===== config.mk =====
export PLATFORM = sky130hd
export DESIGN_NAME = selective_repeat_sender
export DESIGN_NICKNAME = d
export VERILOG_FILES = /design/src/design/srs_pkg.sv /design/src/design/srs_ctrl.sv /design/src/design/srs_dp.sv /design/src/design/selective_repeat_sender.sv
export VERILOG_INCLUDE_DIRS = /design/src /design/src/design
export SDC_FILE = /design/constraint.sdc
export NUM_CORES = 1
export LEC_CHECK = 0
export ABC_AREA = 1
export BUFFER_PORTS_ARGS = -buffer_cell sky130_fd_sc_hd__buf_2
export CORE_MARGIN = 4
export CORE_UTILIZATION = 50
export CTS_CLUSTER_DIAMETER = 80
export DETAILED_ROUTE_END_ITERATION = 10
export GPL_TIMING_DRIVEN = 0
export PLACE_DENSITY = 0.74
export SETUP_SLACK_MARGIN = 0.1
export SYNTH_ARGS = -nofsm -noshare
export SYNTH_HDL_FRONTEND = slang
export SYNTH_SLANG_ARGS = --single-unit

===== constraint.sdc =====
create_clock -name i_clk -period 12.4 [get_ports i_clk]
set_input_delay 2.48 -clock i_clk [delete_from_list [all_inputs] [get_ports i_clk]]
set_output_delay 2.48 -clock i_clk [all_outputs]
set_load 0.02 [all_outputs]

===== src/design/selective_repeat_sender_assert.svh =====
// Assertion macros for the selective-repeat sender.
// Depends on a clock named i_clk and an active-low reset named i_rst_n in the using scope.
`ifndef SELECTIVE_REPEAT_SENDER_ASSERT_SVH
`define SELECTIVE_REPEAT_SENDER_ASSERT_SVH

// The consequent must hold in the same cycle as the antecedent.
`define SRS_ASSERT_SAME(label, ante, cons, msg) \
    label: assert property (@(posedge i_clk) disable iff (!i_rst_n) (ante) |-> (cons)) \
        else $error(msg);

// The consequent must hold in the cycle after the antecedent.
`define SRS_ASSERT_NEXT(label, ante, cons, msg) \
    label: assert property (@(posedge i_clk) disable iff (!i_rst_n) (ante) |=> (cons)) \
        else $error(msg);

`endif


===== src/design/srs_pkg.sv =====
// Shared types and constants for the selective-repeat sender.
// Used by srs_ctrl, srs_dp and selective_repeat_sender; depends on nothing.
`timescale 1ns / 1ps

package srs_pkg;

    localparam int unsigned TIMEOUT_W = 16;
    localparam int unsigned TOTAL_W   = 9;
    localparam int unsigned SEQ_W     = 4;
    localparam int unsigned PAYLOAD_W = 9;
    localparam int unsigned TICK_W    = 32;
    localparam int unsigned CFG_IDX_W = 1;

    localparam logic [CFG_IDX_W-1:0] CFG_TIMEOUT = 1'b0;
    localparam logic [CFG_IDX_W-1:0] CFG_TOTAL   = 1'b1;

    localparam logic [TIMEOUT_W-1:0] TIMEOUT_RST = 16'd2;
    localparam logic [TOTAL_W-1:0]   TOTAL_RST   = 9'd5;

    localparam logic OP_TICK = 1'b0;
    localparam logic OP_ACK  = 1'b1;

    typedef enum logic [1:0] {
        ST_IDLE,
        ST_SLIDE,
        ST_SCAN,
        ST_EMIT
    } t_state;

    typedef struct packed {
        logic accept_tick;
        logic accept_ack;
        logic slide;
        logic scan;
        logic emit;
    } t_dp_cmd;

    typedef struct packed {
        logic can_slide;
        logic mask_empty;
        logic out_free;
    } t_dp_status;

endpackage


===== src/design/srs_ctrl.sv =====
// Controller state machine of the selective-repeat sender.
// Depends on srs_pkg; drives the command struct of srs_dp.
`timescale 1ns / 1ps

module srs_ctrl import srs_pkg::*; #(
    parameter int WINDOW = 3,
    localparam int SLOT_W = (WINDOW > 1) ? $clog2(WINDOW) : 1
) (
    input  logic              i_clk,
    input  logic              i_rst_n,
    input  logic              i_in_valid,
    input  logic              i_operation,
    input  t_dp_status        i_status,
    output t_dp_cmd           o_cmd,
    output logic [SLOT_W-1:0] o_scan_k,
    output logic              o_in_stall,
    output logic              o_cfg_ready
);

    localparam logic [SLOT_W-1:0] LAST_K = SLOT_W'(WINDOW - 1);

    t_state            r_state;
    t_state            n_state;
    logic [SLOT_W-1:0] r_k;
    logic [SLOT_W-1:0] n_k;

    always_ff @(posedge i_clk) begin
        if (!i_rst_n) begin
            r_state <= ST_IDLE;
            r_k     <= '0;
        end else begin
            r_state <= n_state;
            r_k     <= n_k;
        end
    end

    // Next state and scan slot counter.
    always_comb begin
        n_state = r_state;
        n_k     = '0;
        case (r_state)
            ST_IDLE: begin
                if (i_in_valid) begin
                    n_state = (i_operation == OP_ACK) ? ST_SLIDE : ST_SCAN;
                end
            end
            ST_SLIDE: begin
                if (!i_status.can_slide) begin
                    n_state = ST_SCAN;
                end
            end
            ST_SCAN: begin
                if (r_k == LAST_K) begin
                    n_state = ST_EMIT;
                end else begin
                    n_k = r_k + SLOT_W'(1);
                end
            end
            ST_EMIT: begin
                if (i_status.mask_empty) begin
                    n_state = ST_IDLE;
                end
            end
            default: n_state = ST_IDLE;
        endcase
    end

    // Commands to the datapath.
    always_comb begin
        o_cmd       = '0;
        o_in_stall  = 1'b1;
        o_cfg_ready = 1'b0;
        case (r_state)
            ST_IDLE: begin
                o_in_stall       = 1'b0;
                o_cfg_ready      = 1'b1;
                o_cmd.accept_tick = i_in_valid && (i_operation == OP_TICK);
                o_cmd.accept_ack  = i_in_valid && (i_operation == OP_ACK);
            end
            ST_SLIDE: o_cmd.slide = i_status.can_slide;
            ST_SCAN:  o_cmd.scan  = 1'b1;
            ST_EMIT:  o_cmd.emit  = !i_status.mask_empty && i_status.out_free;
            default:  o_cmd       = '0;
        endcase
    end

    assign o_scan_k = r_k;

endmodule


===== src/design/srs_dp.sv =====
// Datapath of the selective-repeat sender: configuration, tick counter, window slots
// and the output register. Depends on srs_pkg; controlled by srs_ctrl.
`timescale 1ns / 1ps

module srs_dp import srs_pkg::*; #(
    parameter int WINDOW      = 3,
    parameter int MAX_PACKETS = 256,
    localparam int SLOT_W = (WINDOW > 1) ? $clog2(WINDOW) : 1
) (
    input  logic                 i_clk,
    input  logic                 i_rst_n,
    input  logic                 i_cfg_valid,
    input  logic                 i_cfg_ready,
    input  logic [CFG_IDX_W-1:0] i_cfg_index,
    input  logic [TIMEOUT_W-1:0] i_cfg_data,
    input  logic [SEQ_W-1:0]     i_ack_number,
    input  t_dp_cmd              i_cmd,
    input  logic [SLOT_W-1:0]    i_scan_k,
    output t_dp_status           o_status,
    output logic                 o_out_valid,
    input  logic                 i_out_stall,
    output logic [SEQ_W-1:0]     o_seq_number,
    output logic [PAYLOAD_W-1:0] o_payload,
    output logic                 o_last,
    output logic                 o_all_done
);

    localparam int BASE_W = $clog2(MAX_PACKETS + 1);
    localparam int CMP_W  = ((BASE_W > TOTAL_W) ? BASE_W : TOTAL_W) + 1;
    localparam logic [CMP_W-1:0] MAX_CMP  = CMP_W'(MAX_PACKETS);
    localparam logic [SEQ_W:0]   MODN     = (SEQ_W + 1)'(WINDOW + 1);
    localparam logic [SEQ_W-1:0] MOD_LAST = SEQ_W'(WINDOW);

    logic [TIMEOUT_W-1:0] r_timeout;
    logic [TOTAL_W-1:0]   r_total;
    logic [TICK_W-1:0]    r_tick;
    logic [BASE_W-1:0]    r_base;
    logic [SEQ_W-1:0]     r_base_mod;
    logic                 r_sent  [WINDOW];
    logic                 r_acked [WINDOW];
    logic [TICK_W-1:0]    r_stamp [WINDOW];
    logic [WINDOW-1:0]    r_mask;

    logic                 r_out_valid;
    logic [SEQ_W-1:0]     r_out_seq;
    logic [PAYLOAD_W-1:0] r_out_payload;
    logic                 r_out_last;
    logic                 r_out_done;

    logic [CMP_W-1:0]     w_total_eff;
    logic [CMP_W-1:0]     w_base_ext;
    logic [WINDOW-1:0]    w_in_range;
    logic [SEQ_W-1:0]     w_seq [WINDOW];
    logic [WINDOW-1:0]    w_ack_hit;
    logic [SLOT_W-1:0]    w_ack_sel;
    logic [TICK_W-1:0]    w_age;
    logic                 w_due;
    logic [SLOT_W-1:0]    w_emit_sel;
    logic                 w_emit_last;
    logic [CMP_W-1:0]     w_payload_sum;
    logic                 w_done;
    logic                 w_cfg_we;

    assign w_cfg_we    = i_cfg_valid && i_cfg_ready;
    assign w_total_eff = (CMP_W'(r_total) > MAX_CMP) ? MAX_CMP : CMP_W'(r_total);
    assign w_base_ext  = CMP_W'(r_base);
    assign w_done      = (w_base_ext >= w_total_eff);

    // Per-slot range check and sequence number; slot j holds packet base + j.
    always_comb begin
        logic [SEQ_W:0] v_sum;
        v_sum = '0;
        for (int j = 0; j < WINDOW; j++) begin
            w_in_range[j] = (w_base_ext + CMP_W'(j)) < w_total_eff;
            v_sum         = (SEQ_W + 1)'(r_base_mod) + (SEQ_W + 1)'(j);
            w_seq[j]      = (v_sum >= MODN) ? SEQ_W'(v_sum - MODN) : SEQ_W'(v_sum);
            w_ack_hit[j]  = w_in_range[j] && !r_acked[j] && (w_seq[j] == i_ack_number);
        end
    end

    // The lowest matching slot takes the ack.
    always_comb begin
        w_ack_sel = '0;
        for (int j = WINDOW - 1; j >= 0; j--) begin
            if (w_ack_hit[j]) begin
                w_ack_sel = SLOT_W'(j);
            end
        end
    end

    assign w_age = r_tick - r_stamp[i_scan_k];
    assign w_due = w_in_range[i_scan_k] && !r_acked[i_scan_k] &&
                   (!r_sent[i_scan_k] || (w_age >= TICK_W'(r_timeout)));

    // Sends go out in window order: lowest pending slot first.
    always_comb begin
        w_emit_sel = '0;
        for (int j = WINDOW - 1; j >= 0; j--) begin
            if (r_mask[j]) begin
                w_emit_sel = SLOT_W'(j);
            end
        end
    end

    assign w_emit_last   = ((r_mask & ~(WINDOW'(1) << w_emit_sel)) == '0);
    assign w_payload_sum = w_base_ext + CMP_W'(w_emit_sel) + CMP_W'(1);

    always_ff @(posedge i_clk) begin
        if (!i_rst_n) begin
            r_timeout <= TIMEOUT_RST;
            r_total   <= TOTAL_RST;
        end else if (w_cfg_we) begin
            case (i_cfg_index)
                CFG_TIMEOUT: r_timeout <= i_cfg_data;
                CFG_TOTAL:   r_total   <= i_cfg_data[TOTAL_W-1:0];
                default:     r_timeout <= r_timeout;
            endcase
        end
    end

    always_ff @(posedge i_clk) begin
        if (!i_rst_n) begin
            r_tick     <= '0;
            r_base     <= '0;
            r_base_mod <= '0;
        end else begin
            if (i_cmd.accept_tick) begin
                r_tick <= r_tick + TICK_W'(1);
            end
            if (i_cmd.slide) begin
                r_base     <= r_base + BASE_W'(1);
                r_base_mod <= (r_base_mod == MOD_LAST) ? '0 : r_base_mod + SEQ_W'(1);
            end
        end
    end

    // Slot flags. A slide drops the acked packet at the bottom; the packet that enters
    // at the top has never been inside the window, so it starts clear.
    always_ff @(posedge i_clk) begin
        if (!i_rst_n) begin
            for (int j = 0; j < WINDOW; j++) begin
                r_sent[j]  <= 1'b0;
                r_acked[j] <= 1'b0;
            end
        end else if (i_cmd.slide) begin
            for (int j = 0; j < WINDOW - 1; j++) begin
                r_sent[j]  <= r_sent[j + 1];
                r_acked[j] <= r_acked[j + 1];
            end
            r_sent[WINDOW - 1]  <= 1'b0;
            r_acked[WINDOW - 1] <= 1'b0;
        end else begin
            if (i_cmd.accept_ack && (w_ack_hit != '0)) begin
                r_acked[w_ack_sel] <= 1'b1;
            end
            if (i_cmd.scan && w_due) begin
                r_sent[i_scan_k] <= 1'b1;
            end
        end
    end

    always_ff @(posedge i_clk) begin
        if (i_cmd.slide) begin
            for (int j = 0; j < WINDOW - 1; j++) begin
                r_stamp[j] <= r_stamp[j + 1];
            end
        end else if (i_cmd.scan && w_due) begin
            r_stamp[i_scan_k] <= r_tick;
        end
    end

    always_ff @(posedge i_clk) begin
        if (!i_rst_n) begin
            r_mask <= '0;
        end else if (i_cmd.accept_tick || i_cmd.accept_ack) begin
            r_mask <= '0;
        end else if (i_cmd.scan && w_due) begin
            r_mask[i_scan_k] <= 1'b1;
        end else if (i_cmd.emit) begin
            r_mask[w_emit_sel] <= 1'b0;
        end
    end

    always_ff @(posedge i_clk) begin
        if (!i_rst_n) begin
            r_out_valid <= 1'b0;
        end else if (i_cmd.emit) begin
            r_out_valid <= 1'b1;
        end else if (!i_out_stall) begin
            r_out_valid <= 1'b0;
        end
    end

    always_ff @(posedge i_clk) begin
        if (i_cmd.emit) begin
            r_out_seq     <= w_seq[w_emit_sel];
            r_out_payload <= w_payload_sum[PAYLOAD_W-1:0];
            r_out_last    <= w_emit_last;
            r_out_done    <= w_done;
        end
    end

    assign o_status.can_slide  = (w_base_ext < w_total_eff) && r_acked[0];
    assign o_status.mask_empty = (r_mask == '0);
    assign o_status.out_free   = !r_out_valid || !i_out_stall;

    assign o_out_valid  = r_out_valid;
    assign o_seq_number = r_out_seq;
    assign o_payload    = r_out_payload;
    assign o_last       = r_out_last;
    assign o_all_done   = r_out_done;

endmodule


===== src/design/selective_repeat_sender.sv =====
// Selective-repeat ARQ sender window, top level.
// Input channel: i_in_valid / o_in_stall with i_operation (tick or ack) and i_ack_number.
// Output channel: o_out_valid / i_out_stall, one item per packet send, in window order,
// with o_last set on the final send caused by one input item.
// Configuration: i_cfg_valid / o_cfg_ready, index 0 = timeout in ticks, 1 = total packets.
// An input item passes an accept step, a scan of the WINDOW slots (one window slot per cycle through
// the shared age compare), one send per pending slot and a closing step. An ack first slides
// the base over every acked packet at the bottom, then goes on to the scan.
// A new item is taken once all sends of the previous one sit in or have left the output
// register, so it may be accepted while the last result still waits.
// A stall on the output holds the output register and pauses the send sequence.
// Reset (synchronous, active low) clears the window, the tick count and the output, and
// restores timeout 2 and total 5. There is no clearing pass.
`timescale 1ns / 1ps

module selective_repeat_sender import srs_pkg::*; #(
    parameter int WINDOW      = 3,
    parameter int MAX_PACKETS = 256
) (
    input  logic                 i_clk,
    input  logic                 i_rst_n,
    input  logic                 i_in_valid,
    output logic                 o_in_stall,
    input  logic                 i_operation,
    input  logic [SEQ_W-1:0]     i_ack_number,
    output logic                 o_out_valid,
    input  logic                 i_out_stall,
    output logic [SEQ_W-1:0]     o_seq_number,
    output logic [PAYLOAD_W-1:0] o_payload,
    output logic                 o_last,
    output logic                 o_all_done,
    input  logic                 i_cfg_valid,
    output logic                 o_cfg_ready,
    input  logic [CFG_IDX_W-1:0] i_cfg_index,
    input  logic [TIMEOUT_W-1:0] i_cfg_data
);

    localparam int SLOT_W = (WINDOW > 1) ? $clog2(WINDOW) : 1;

    t_dp_cmd           w_cmd;
    t_dp_status        w_status;
    logic [SLOT_W-1:0] w_scan_k;

    srs_ctrl #(
        .WINDOW (WINDOW)
    ) u_ctrl (
        .i_clk       (i_clk),
        .i_rst_n     (i_rst_n),
        .i_in_valid  (i_in_valid),
        .i_operation (i_operation),
        .i_status    (w_status),
        .o_cmd       (w_cmd),
        .o_scan_k    (w_scan_k),
        .o_in_stall  (o_in_stall),
        .o_cfg_ready (o_cfg_ready)
    );

    srs_dp #(
        .WINDOW      (WINDOW),
        .MAX_PACKETS (MAX_PACKETS)
    ) u_dp (
        .i_clk        (i_clk),
        .i_rst_n      (i_rst_n),
        .i_cfg_valid  (i_cfg_valid),
        .i_cfg_ready  (o_cfg_ready),
        .i_cfg_index  (i_cfg_index),
        .i_cfg_data   (i_cfg_data),
        .i_ack_number (i_ack_number),
        .i_cmd        (w_cmd),
        .i_scan_k     (w_scan_k),
        .o_status     (w_status),
        .o_out_valid  (o_out_valid),
        .i_out_stall  (i_out_stall),
        .o_seq_number (o_seq_number),
        .o_payload    (o_payload),
        .o_last       (o_last),
        .o_all_done   (o_all_done)
    );

`include "selective_repeat_sender_assert.svh"

    // A finished message has an empty window, so no send can carry the done flag.
    `SRS_ASSERT_SAME(a_no_send_when_done, o_out_valid, !o_all_done, "send after all done")

    `SRS_ASSERT_SAME(a_seq_in_range, o_out_valid, o_seq_number <= SEQ_W'(WINDOW),
        "sequence number beyond window modulus")

    // While taking new items, no send of the previous item may still be pending.
    `SRS_ASSERT_SAME(a_idle_mask_empty, !o_in_stall, w_status.mask_empty,
        "input accepted with sends pending")

    // An emit always fills the output register on the next edge.
    `SRS_ASSERT_NEXT(a_emit_fills_out, w_cmd.emit, o_out_valid, "emit lost")

endmodule


==> results of run 1 <==
[power groups by stage]
| stage | sequential [mW] | clock [mW] | combinational, mW |
|---|---|---|---|
| global placement | 0.928 | 0 | 0.827 |
| finish | 0.914 | 0.785 | 0.865 |
| global route | 0.919 | 0.822 | 0.966 |
| CTS | 0.914 | 0.788 | 0.854 |
| detailed placement | 0.930 | 0 | 0.843 |
| floorplan | 0.922 | 0 | 0.594 |
[logic make-up (layout without fill, tap and decap cells)]
family,Yosys count,in the layout,share of synthesized area [%]
buf+inv,318,411,8.96
compound gates,293,293,12.6
simple gates,827,827,24.7
flops,229,229,42.4
xor+xnor,43,43,2.66
fa+ha+maj,97,97,8.67
[synth_stat cells, types with 6 or more instances]
master    number
nor2_2        10
nand2_2        7
edfxtp_1     143
nor4_1         6
buf_6          8
nand2_1      571
xor2_1        35
nor2_1        97
nor3_1        22
nand3b_1       7
dfxtp_1       86
a21oi_1      122
xnor2_1        8
o22ai_1        9
nand4_1       47
inv_1        254
o21ai_0       75
o21ai_2       20
o211ai_1       8
nand3_1       42
clkbuf_1      40
a32o_1        29
ha_1          95
a211oi_1       7
[cells in the final DEF (no fill, tap or decap), types with 6 or more instances in the layout]
master	synthesis	routed
edfxtp_1	143	143
clkinv_1	2	6
nand2_1	571	569
nand4_1	47	47
buf_6	8	8
nor2_2	10	10
a32o_1	29	29
o21ai_0	75	75
dfxtp_1	86	86
nand3b_1	7	7
xnor2_1	8	8
nand3_1	42	42
ha_1	95	95
o211ai_1	8	8
o21ai_2	20	20
a211oi_1	7	7
clkbuf_16	0	27
o22ai_1	9	9
nor2_1	97	95
nor4_1	6	6
nor3_1	22	22
buf_2	5	48
nand2_2	7	9
inv_1	254	254
a21oi_1	122	122
xor2_1	35	35
clkbuf_1	40	50
[metrics by stage]
stage / area (µm²) / total power, mW
after floorplan: 14200 / 1.52
final: 15800 / 2.56
after global placement: 14900 / 1.75
after global routing: 15800 / 2.71
after detailed placement: 14900 / 1.77
after CTS: 15800 / 2.56
[layer usage]
metal	GRT usage (%)	part of all wire, %	vias up
met4	7.22	2.4	0
met1	36.8	43	5784
li1	-	-	6133
met5	0	0	-
met3	4.35	9.6	76
met2	41.5	45	578
[area by class of cell]
| cell class | count | area, µm² |
|---|---|---|
| clock inverter | 10 | 129 |
| clock buffer | 38 | 727 |
| timing repair buffer | 45 | 255 |
| inverter | 260 | 978 |
| buffer | 58 | 292 |
| fill | 2557 | 12100 |
| sequential | 229 | 6020 |
| multi-input combinational | 1260 | 6910 |
| tap | 378 | 473 |
[how the worst max path moves through the flow]
| stage | endpoint | cells past startpoint |
|---|---|---|
| final | u_dp.r_stamp[1][2] | 26 |
| after global routing | u_dp.r_stamp[1][3] | 26 |
| after CTS | u_dp.r_stamp[1][3] | 26 |
| after detailed placement | u_dp.r_stamp[1][14] | 26 |
| after global placement | u_dp.r_stamp[3][15] | 27 |
| after floorplan | u_dp.r_stamp[3][0] | 27 |
[registers in the layout (all words and copies together) (netlist names)]
register and flops:
u_ctrl.o_scan_k 2, u_ctrl.r_state 2, u_dp.o_all_done 1, u_dp.o_last 1, u_dp.o_out_valid 1, u_dp.o_payload 9
u_dp.o_seq_number 4, u_dp.r_acked 4, u_dp.r_base 9, u_dp.r_base_mod 4, u_dp.r_mask 3, u_dp.r_sent 4
u_dp.r_stamp 128, u_dp.r_tick 32, u_dp.r_timeout 16, u_dp.r_total 9
[worst max-delay path, stage by stage, from the launching register on]
cell      delay [ps]
dfxtp_1          330
buf_2            170
inv_1            210
clkbuf_1         490
clkbuf_1         560
nand2_1          130
a32o_1           260
ha_1             420
nand2_1          130
nor2_1           230
nand2_1          110
inv_1             60
nand2_1           50
nand2_1          110
xor2_1           200
ha_1             270
a21oi_1          150
o311ai_0         200
nor2_1           160
nand2_1           60
nor2_1            80
nand3_1           80
nor2_1            90
nand2_1          180
nand4_2          170
buf_2            320
nand2_2          590
==> qor.txt, run 1 <==
critical path arrival - 6380 ps
Mean Syn Cell Area - 7.85 µm²
Final Max Slew Viols - 0
DR DRC count - 0
r2r setup slk - 6090 ps
CTS Buffer Depth - 3
Synth top area share - 30.3%
ant diodes - 0
Clock power frac - 30.6%
sequential power share - 35.7%
Sw Pwr - 0.930 mW
layout cell share with drive strength beyond 1 - 7.79%
Hold WS - 433 ps
CP startpoint - u_ctrl.o_scan_k[0]
H-tree depth - 1
Post-Synthesis Cells - 1,807
hold_sp - u_dp.r_acked[3]
largest net degree at the start of global routing - 33
post-CTS setup buffer count - 0
Max Cap Viol - 0
Top FF cell, synth - edfxtp_1
Final Skew - 18.0 ps
first-pass GRT wire length - 64,100 µm
setup TNS - 0 ps
Root Buffer - clkbuf_16
cell taking the most area after synthesis - edfxtp_1
Die ar. - 31,100 µm²
period utilization - 50.9%
antenna violations before repair - 0
synth top area cells - edfxtp_1, nand2_1, dfxtp_1, ha_1, inv_1
# nets final - 2,004
crit path time final - 6310 ps
Setup Slack @ Placement - 6200 ps
Relative slew margins - 29.2%
Leak - 7.06 nW
fin util - 56.6%
post-synthesis instance area - 14,200 µm²
Reg clk slew, reported paths - 60 ps
via count - 12,571
worst slew pin tran - 1060 ps
initial core utilization - 50.9%
drt initial violations - 1,466
Die H - 176 µm
CTS Hold Buffers Added - 0
Layout area overhead - 11.3%
post-DR wirelength/cell - 18.0 µm
Worst Hold Depth - 1
RSZ-0062 raised after global routing - no
WP data required - 12,470 ps
worst hold path type - reg2reg
Routed WL - 41,000 µm
Core Area - 27,900 µm²
Power Internal - 1.63 mW
Worst Hold End - u_dp.r_acked[3]
CTS tree - built
vias in the first global route - 12,012
Final ANT Viol Nets - 0
Num CTS Buffers - 26
Netlist cell types - 53
CP Launch Type - flop
Max Clk Rate - 0.158 GHz
Critical Path End Type - flop
detailed-placement wirelength estimate - 30,600 µm
final non-filler cell total - 2,278
number of port buffers - 43
asr flop ratio synth - 0%
Worst R2R End - u_dp.r_stamp[1][2]
number of I/O pins - 45
final setup violation count - 0
EDFF count, synth - 143
fin worst setup slack - 6090 ps
syn_nets - 1,931
drt via density - 5.52
Die X - 176 µm
post_cts resized - 0
Seq cells post-synth - 229
Yosys warnings - 0
cell count after placement - 2,230
GP Congestion - 0.999
TritonCTS sink count - 229
grt ovf - 0
sw frac - 36.3%
Comb power frac - 33.7%
CP Class - reg2reg
R2R cell count - 26
sequential fraction of the synthesis area - 42.4%
GRT Util Overall - 26.0%
Cell Pwr Density - 162 nW/µm²
VDD IR-drop max - 105 µV
clock latency on the worst-skew pair - 550 ps
r2r startpoint - u_ctrl.o_scan_k[0]
Rows - 61
DR pass1 iterations - 6
status - finished, final reports clean
Crit Path Max Fanout - 32
final hold vios - 0
No activity file was read; power rests on OpenSTA's default activity.
==> inputs of run 2 (changes only) <==
--- a/config.mk
+++ b/config.mk
@@ -6,7 +6,7 @@
 export SDC_FILE = /design/constraint.sdc
 export NUM_CORES = 1
 export LEC_CHECK = 0
-export ABC_AREA = 1
+export ABC_AREA = 0
 export BUFFER_PORTS_ARGS = -buffer_cell sky130_fd_sc_hd__buf_2
 export CORE_MARGIN = 4
 export CORE_UTILIZATION = 50
==> constraint.sdc (replaced) <==
create_clock -name i_clk -period 6.1 [get_ports i_clk]
set_input_delay 1.22 -clock i_clk [delete_from_list [all_inputs] [get_ports i_clk]]
set_output_delay 1.22 -clock i_clk [all_outputs]
set_load 0.02 [all_outputs]
==> run 2 against run 1 <==
Compared with the run above: routed wire length is 21% lower; sequential share of layout area is 0.24 points higher; clock skew is 3.2 ps lower; non-clock buffer count is 30 higher; clock power is 85% higher; final cell count is 25% lower; combinational power is 77% higher; maximum frequency is 9.7% higher.
==> qor.txt, run 2 <==
status - finished, final reports clean
most numerous cell in the Yosys netlist - edfxtp_1
WP data required - 6330 ps (-6140 ps)
DP Area - 14,400 µm² (-3.5%)
R2R cell count - 26 (unchanged)
Reg clk slew, reported paths - 60 ps (about the same)
commonest non-fill, non-tap cells in the layout - edfxtp_1, nand2_1, ha_1
worst stage delay on the critical path - 570 ps (-20 ps)
Hold WS - 464 ps (+30.8 ps)
Max Cap Viol - 0 (unchanged)
worst hold path type - reg2reg
commonest cells in the netlist - edfxtp_1, nand2_1, ha_1, dfxtp_1, inv_1
Netlist cell types - 75 (+42%)
layout cell share with drive strength beyond 1 - 19.5% (+12 points)
syn_nets - 1,367 (-29%)
hold_sp - u_dp.r_total[0]
CTS Hold Buffers Added - 0 (unchanged)
Root Buffer - clkbuf_16
critical path arrival - 5990 ps (-390 ps)
Comb power frac - 31.9% (-1.8 points)
largest net degree at the start of global routing - 33 (unchanged)
GRT Util Overall - 20.9% (-5.1 points)
Die X - 173 µm (-1.7%)
CTS tree - built
Num CTS Buffers - 25 (-3.8%)
CP Launch Type - flop
r2r setup slk - 340 ps (-5740 ps)
Seq cells post-synth - 228 (-0.44%)
CP max stage cell - o21ai_4
Clock power frac - 30.3% (-0.3 points)
Max Clk Rate - 0.174 GHz (+9.7%)
Power Internal - 3.29 mW (+100%)
Critical Path End Type - flop
number of port buffers - 43 (unchanged)
VDD IR-drop max - 253 µV (+140%)
final setup violation count - 0 (unchanged)
Layout area overhead - 14.3%
Final ANT Viol Nets - 0 (unchanged)
# nets final - 1,477 (-26%)
Crit Path Max Fanout - 13 (-59%)
final hold vios - 0 (unchanged)
Filler Cells Inserted - 2,216 (-13%)
CTS Buffer Depth - 3 (unchanged)
post-synthesis instance area - 13,700 µm² (-3.5%)
Largest register FFs - 128 (unchanged)
Top FF cell, synth - edfxtp_1
DR DRC count - 0 (unchanged)
initial core utilization - 50.8% (-0.13 points)
detailed-placement wirelength estimate - 23,000 µm (-25%)
sequential power share - 37.8% (+2.1 points)
commonest non-fill, non-tap cell in the layout - edfxtp_1
drt via density - 5.74 (+4.1%)
vias in the first global route - 9,649 (-20%)
ant diodes - 0 (unchanged)
Worst R2R End - u_dp.r_stamp[0][6]
EDFF count, synth - 143 (unchanged)
grt ovf - 0 (unchanged)
number of I/O pins - 45 (unchanged)
final instance area - 15,600 µm² (-0.90%)
Final Max Slew Viols - 0 (unchanged)
Routed WL - 32,300 µm (-21%)
antenna violations before repair - 1 (+1)
post-synthesis adder-cell area fraction - 8.98% (+0.31 points)
sw frac - 31.2% (-5.0 points)
period utilization - 94.4% (+43 points)
worst slew pin tran - 1260 ps (+200 ps)
Synth top area share - 31.4% (+1.1 points)
main combinational cell family by area after synthesis - simple AND/OR/NAND/NOR gates
via count - 9,825 (-22%)
DR pass1 iterations - 6 (unchanged)
Leak - 6.13 nW (-13%)
post-DR wirelength/cell - 18.9 µm (+5.0%)
top flop regs - u_dp.r_stamp: 128 flops, u_dp.r_tick: 32 flops, u_dp.r_timeout: 16 flops
Mean Syn Cell Area - 11.0 µm² (+40%)
H-tree depth - 1 (unchanged)
RSZ-0062 raised after global routing - no
r2r startpoint - u_ctrl.o_scan_k[0]
Die H - 173 µm (-1.7%)
synth top area cells - edfxtp_1, dfxtp_1, ha_1, mux2_4, mux4_2
cell taking the most area after synthesis - edfxtp_1
asr flop ratio synth - 0% (unchanged)
Top reg by flops - u_dp.r_stamp
CP Class - reg2reg
Core Area - 27,000 µm² (-3.3%)
Rows - 60 (-1.6%)
Yosys warnings - 0 (unchanged)
Final Skew - 14.8 ps (-3.24 ps)
simple-gate share of the synthesized area - 13.6% (-11 points)
post-synthesis mux area share - 12.7% (+13 points)
post-synthesis compound-gate area fraction - 11.5% (-1.2 points)
first-pass GRT wire length - 51,700 µm (-19%)
Post-Synthesis Cells - 1,243 (-31%)
drt initial violations - 708 (-52%)
crit path time final - 5760 ps (-557 ps)
xor and xnor area share after synthesis - 5.51% (+2.8 points)
Sw Pwr - 1.50 mW (+61%)
sequential fraction of the synthesis area - 43.8% (+1.4 points)
clock latency on the worst-skew pair - 520 ps (-30 ps)
TritonCTS sink count - 228 (-0.44%)
Cell Pwr Density - 306 nW/µm² (+89%)
Die ar. - 30,100 µm² (-3.4%)
most used cell along the critical path - buf_4
Worst Hold Depth - 2 (+1)
Worst Hold End - u_dp.r_total[0]
Relative slew margins - 15.1% (-14 points)
GP Congestion - 0.934 (-6.5%)
==> run 2: cell count changes in the layout (fill, tap and decap cells not counted), moves of 20 or more <==
cell      change
mux2_4       +58
inv_1       -174
a32o_1       -29
nor2_1       -40
nand4_1      -33
a21boi_0     +29
buf_4        +32
o21ai_0      -48
o21ai_2      -20
a21oi_1      -69
and2_1       +35
mux4_2       +33
xnor2_1      +41
nand2_1     -436
==> run 2: metal layers <==
metal / global-route usage, % / routed length, µm
met1: 28.9 / 14700
met5: 0 / 0
met4: 5.39 / 931
met2: 35.1 / 15200
met3: 2.60 / 1530
==> run 2: what timing repair did <==
action / 4_1_cts / 5_1_grt
cloned: 0 / 4
pin swaps: 6 / 14
gates resized for setup: 24 / 28
endpoints found under the hold margin: 0 / 0
endpoints found under the setup margin: 199 / 198
buffers inserted: 8 / 26
==> run 2: kinds of logic (layout without fill, tap and decap cells) <==
group / after synthesis / in the layout
buf+inv: 131 / 258
mux: 102 / 102
fa+ha+maj: 97 / 97
flops: 228 / 228
compound gates: 225 / 225
xor+xnor: 86 / 86
simple gates: 374 / 374
==> run 2: layout make-up <==
type / count / area, µm² / share of cell area, %
buffer: 50 / 308 / 1.97
clock buffer: 31 / 658 / 4.21
clock inverter: 13 / 116 / 0.744
inverter: 81 / 304 / 1.94
multi-input combinational: 884 / 7250 / 46.4
sequential: 228 / 6000 / 38.4
tap: 341 / 427 / 2.73
timing repair buffer: 83 / 576 / 3.68
==> run 2: power groups by stage <==
stage                     logic (mW)  clock network [mW]  registers, mW
final                           1.53                1.45           1.81
after global routing            1.68                1.55           1.82
after CTS                       1.38                1.48           1.81
after detailed placement        1.34                   0           1.84
after global placement          1.28                   0           1.84
after floorplan                 1.02                   0           1.83
==> run 2: stage by stage <==
stage          total power, mW  setup TNS, ps  setup slack, ps  util, %  instances
2_1_floorplan             2.85          -2080            -65.0        -       1243
3_3_place_gp              3.12        -254250            -2110     53.2       1627
3_5_place_dp              3.18        -206180            -1420     53.4       1629
4_1_cts                   4.67              0              108     56.8       1681
5_1_grt                   5.05              0              114     58.0       1711
6_report                  4.79              0              343     58.0       1711
==> run 2: critical path, delay by kind of cell, from the launching register on <==
kind | cells | cell delay [ps]
mux | 1 | 510
buf+inv | 9 | 1400
simple gates | 3 | 470
flops | 1 | 370
fa+ha+maj | 2 | 590
compound gates | 10 | 2040
xor+xnor | 1 | 110
==> run 2: worst max-delay path by stage <==
stage	from	to	slack, ps	cells after the start
2_1_floorplan	u_ctrl.o_scan_k[0]	u_dp.r_stamp[0][0]	-70	22
3_3_place_gp	u_ctrl.o_scan_k[0]	u_dp.r_stamp[0][19]	-2110	22
3_5_place_dp	u_ctrl.o_scan_k[0]	u_dp.r_stamp[1][17]	-1420	23
4_1_cts	u_ctrl.o_scan_k[0]	u_dp.r_stamp[0][25]	110	24
5_1_grt	u_ctrl.o_scan_k[0]	u_dp.r_stamp[0][9]	110	26
6_report	u_ctrl.o_scan_k[0]	u_dp.r_stamp[0][6]	340	26
==> inputs of run 3 (changes only) <==
--- a/config.mk
+++ b/config.mk
@@ -13,6 +13,7 @@
 export CTS_CLUSTER_DIAMETER = 80
 export DETAILED_ROUTE_END_ITERATION = 10
 export GPL_TIMING_DRIVEN = 0
+export MAX_ROUTING_LAYER = met4
 export PLACE_DENSITY = 0.74
 export SETUP_SLACK_MARGIN = 0.1
 export SYNTH_ARGS = -nofsm -noshare
==> run 3 against run 2 <==
Compared with the run above: first-iteration DRC count grew 8.6%; count of clock-buffer cells in the layout increased by 1; critical path depth rose by 1; non-clock buffer count fell by 20; setup slack lost 75 ps; sequential share of layout area up 0.24 points; clock skew fell by 5.6 ps; highest routed layer unchanged.
==> qor.txt, run 3 (same netlist as run 2, synthesis figures left out) <==
status - finished, final reports clean
sum of buffers and inverters on the critical path - 8 (-1)
critical path arrival - 6110 ps (+120 ps)
H-tree depth - 1 (unchanged)
grt ovf - 0 (unchanged)
CP Launch Type - flop
Core Area - 27,000 µm² (unchanged)
hold_sp - u_dp.r_total[6]
Routed WL - 32,100 µm (-0.64%)
Critical Path End Type - flop
final hold vios - 0 (unchanged)
DR DRC count - 0 (unchanged)
CTS tree - built
# nets final - 1,456 (-1.4%)
Top reg by flops - u_dp.r_stamp
Reg clk slew, reported paths - 60 ps (about the same)
Final Skew - 9.17 ps (-5.62 ps)
largest net degree at the start of global routing - 33 (unchanged)
top flop regs - u_dp.r_stamp: 128 flops, u_dp.r_tick: 32 flops, u_dp.r_timeout: 16 flops
Worst Hold End - u_dp.r_total[6]
worst slew pin tran - 1190 ps (-66.8 ps)
CP Class - reg2reg
first-pass GRT wire length - 51,500 µm (-0.29%)
initial core utilization - 50.8% (unchanged)
Root Buffer - clkbuf_16
area of the multi-input gates - 7230 µm² (-0.33%)
Largest register FFs - 128 (unchanged)
layout cell share with drive strength beyond 1 - 18.1% (-1.3 points)
number of I/O pins - 45 (unchanged)
CTS Buffer Depth - 3 (unchanged)
commonest non-fill, non-tap cells in the layout - edfxtp_1, nand2_1, ha_1
most used cell along the critical path - buf_4
Die ar. - 30,100 µm² (unchanged)
Die X - 173 µm (unchanged)
Final Max Slew Viols - 0 (unchanged)
Max Cap Viol - 0 (unchanged)
Relative slew margins - 19.6% (+4.5 points)
Cell Pwr Density - 311 nW/µm² (+1.4%)
Max Clk Rate - 0.171 GHz (-1.3%)
CP max stage cell - mux4_2
Num CTS Buffers - 24 (-4.0%)
antenna violations before repair - 0 (-1)
clock latency on the worst-skew pair - 530 ps (about the same)
Die H - 173 µm (unchanged)
number of port buffers - 43 (unchanged)
Rows - 60 (unchanged)
r2r setup slk - 270 ps (-70 ps)
VDD IR-drop max - 236 µV (-6.8%)
RSZ-0062 raised after global routing - no
Leak - 6.05 nW (-1.3%)
Layout area overhead - 13.6%
WP data required - 6370 ps (+40 ps)
drt via density - 5.79 (+0.78%)
detailed-placement wirelength estimate - 23,100 µm (+0.50%)
worst stage delay on the critical path - 490 ps (-80 ps)
worst hold path type - reg2reg
Worst R2R End - u_dp.r_stamp[0][23]
Crit Path Max Fanout - 10 (-3)
drt initial violations - 769 (+8.6%)
GP Congestion - 0.947 (+1.4%)
total area of sequential cells - 6000 µm² (about the same)
setup TNS - 0 ps (unchanged)
fin util - 57.7% (-0.38 points)
ant diodes - 0 (unchanged)
Filler Cells Inserted - 2,256 (+1.8%)
crit path time final - 5830 ps (+75.0 ps)
commonest non-fill, non-tap cell in the layout - edfxtp_1
DR pass1 iterations - 5 (-1)
via count - 9,786 (-0.40%)
GRT Util Overall - 21.6% (+0.68 points)
vias in the first global route - 9,635 (-0.15%)
TritonCTS sink count - 228 (unchanged)
period utilization - 95.6% (+1.2 points)
R2R cell count - 27 (+3.8%)
final setup violation count - 0 (unchanged)
post-DR wirelength/cell - 19.0 µm (+0.53%)
r2r startpoint - u_ctrl.o_scan_k[0]
Final ANT Viol Nets - 0 (unchanged)
cell family with most CP delay - compound AO/OA/AOI/OAI gates
Worst Hold Depth - 2 (unchanged)
-- run 3: cell count changes in the layout (fill, tap and decap cells not counted), moves of 3 or more --
cell	previous run	this run
clkinv_1	5	2
buf_4	34	18
clkbuf_8	1	4
buf_6	9	6
-- run 3: report_power, final --
group / total [mW] / internal [mW] / leakage [nW] / switching, mW
clock network: 1.56 / 0.937 / 0.409 / 0.621
registers: 1.81 / 1.76 / 2.04 / 0.0503
logic: 1.46 / 0.645 / 3.60 / 0.814
total: 4.83 / 3.34 / 6.05 / 1.49
-- run 3: what timing repair did --
action,CTS,global route
pin swaps,5,10
buffers inserted,8,9
hold buffers,0,0
endpoints found under the setup margin,199,194
gates cloned,2,0
gates resized for setup,30,9
-- run 3: worst reg2reg max path, cell delays in order (launching register included) --
cell and delay, ps:
dfxtp_2 360, buf_8 140, buf_12 160, mux4_2 500, inv_1 70, ha_1 220
buf_2 180, nand4_1 160, o22ai_2 120, a211oi_2 310, nand2_2 130, a21o_1 210
a21oi_2 140, xnor2_1 160, ha_1 300, a211oi_1 240, nor2_1 80, nor3b_2 190
o2111ai_2 170, a211oi_4 270, o2111ai_4 210, o41ai_4 280, buf_4 190, nor3_4 40
buf_4 190, buf_4 140, buf_8 130, mux2_4 300
-- run 3: worst max-delay path by stage --
stage                  startpoint             endpoint  slack (ps)  cells past startpoint
3_3_place_gp   u_ctrl.o_scan_k[0]  u_dp.r_stamp[0][19]       -2120                     22
3_5_place_dp   u_ctrl.o_scan_k[0]  u_dp.r_stamp[1][18]       -1410                     22
2_1_floorplan  u_ctrl.o_scan_k[0]   u_dp.r_stamp[0][0]         -70                     22
4_1_cts        u_ctrl.o_scan_k[0]  u_dp.r_stamp[0][30]         100                     25
5_1_grt        u_ctrl.o_scan_k[0]  u_dp.r_stamp[0][27]          90                     27
6_report       u_ctrl.o_scan_k[0]  u_dp.r_stamp[0][23]         270                     27
-- run 3: layout make-up --
type | instances | area share, %
multi-input combinational | 884 | 46.5
sequential | 228 | 38.6
clock buffer | 32 | 4.53
timing repair buffer | 64 | 2.82
tap | 341 | 2.75
inverter | 81 | 1.96
buffer | 49 | 1.92
clock inverter | 12 | 0.910
-- run 3: metal layers --
layer  vias to the layer above  track usage [%]  wire length [µm]
li1                       4710                -                 -
met5                         -                -                 0
met2                       235             35.4             15400
met4                         0             6.68               900
met1                      4790             28.5             14300
met3                        51             2.25              1510
-- run 3: through the flow --
stage	instance area, µm²	hold slack, ps	instances	power, mW	setup WS [ps]
finish	15500	466	1691	4.83	268
global route	15500	491	1691	5.07	85.2
CTS	15400	471	1683	4.81	102
detailed placement	14400	458	1629	3.18	-1410
global placement	14300	453	1627	3.13	-2120
floorplan	13700	414	1243	2.85	-65.0
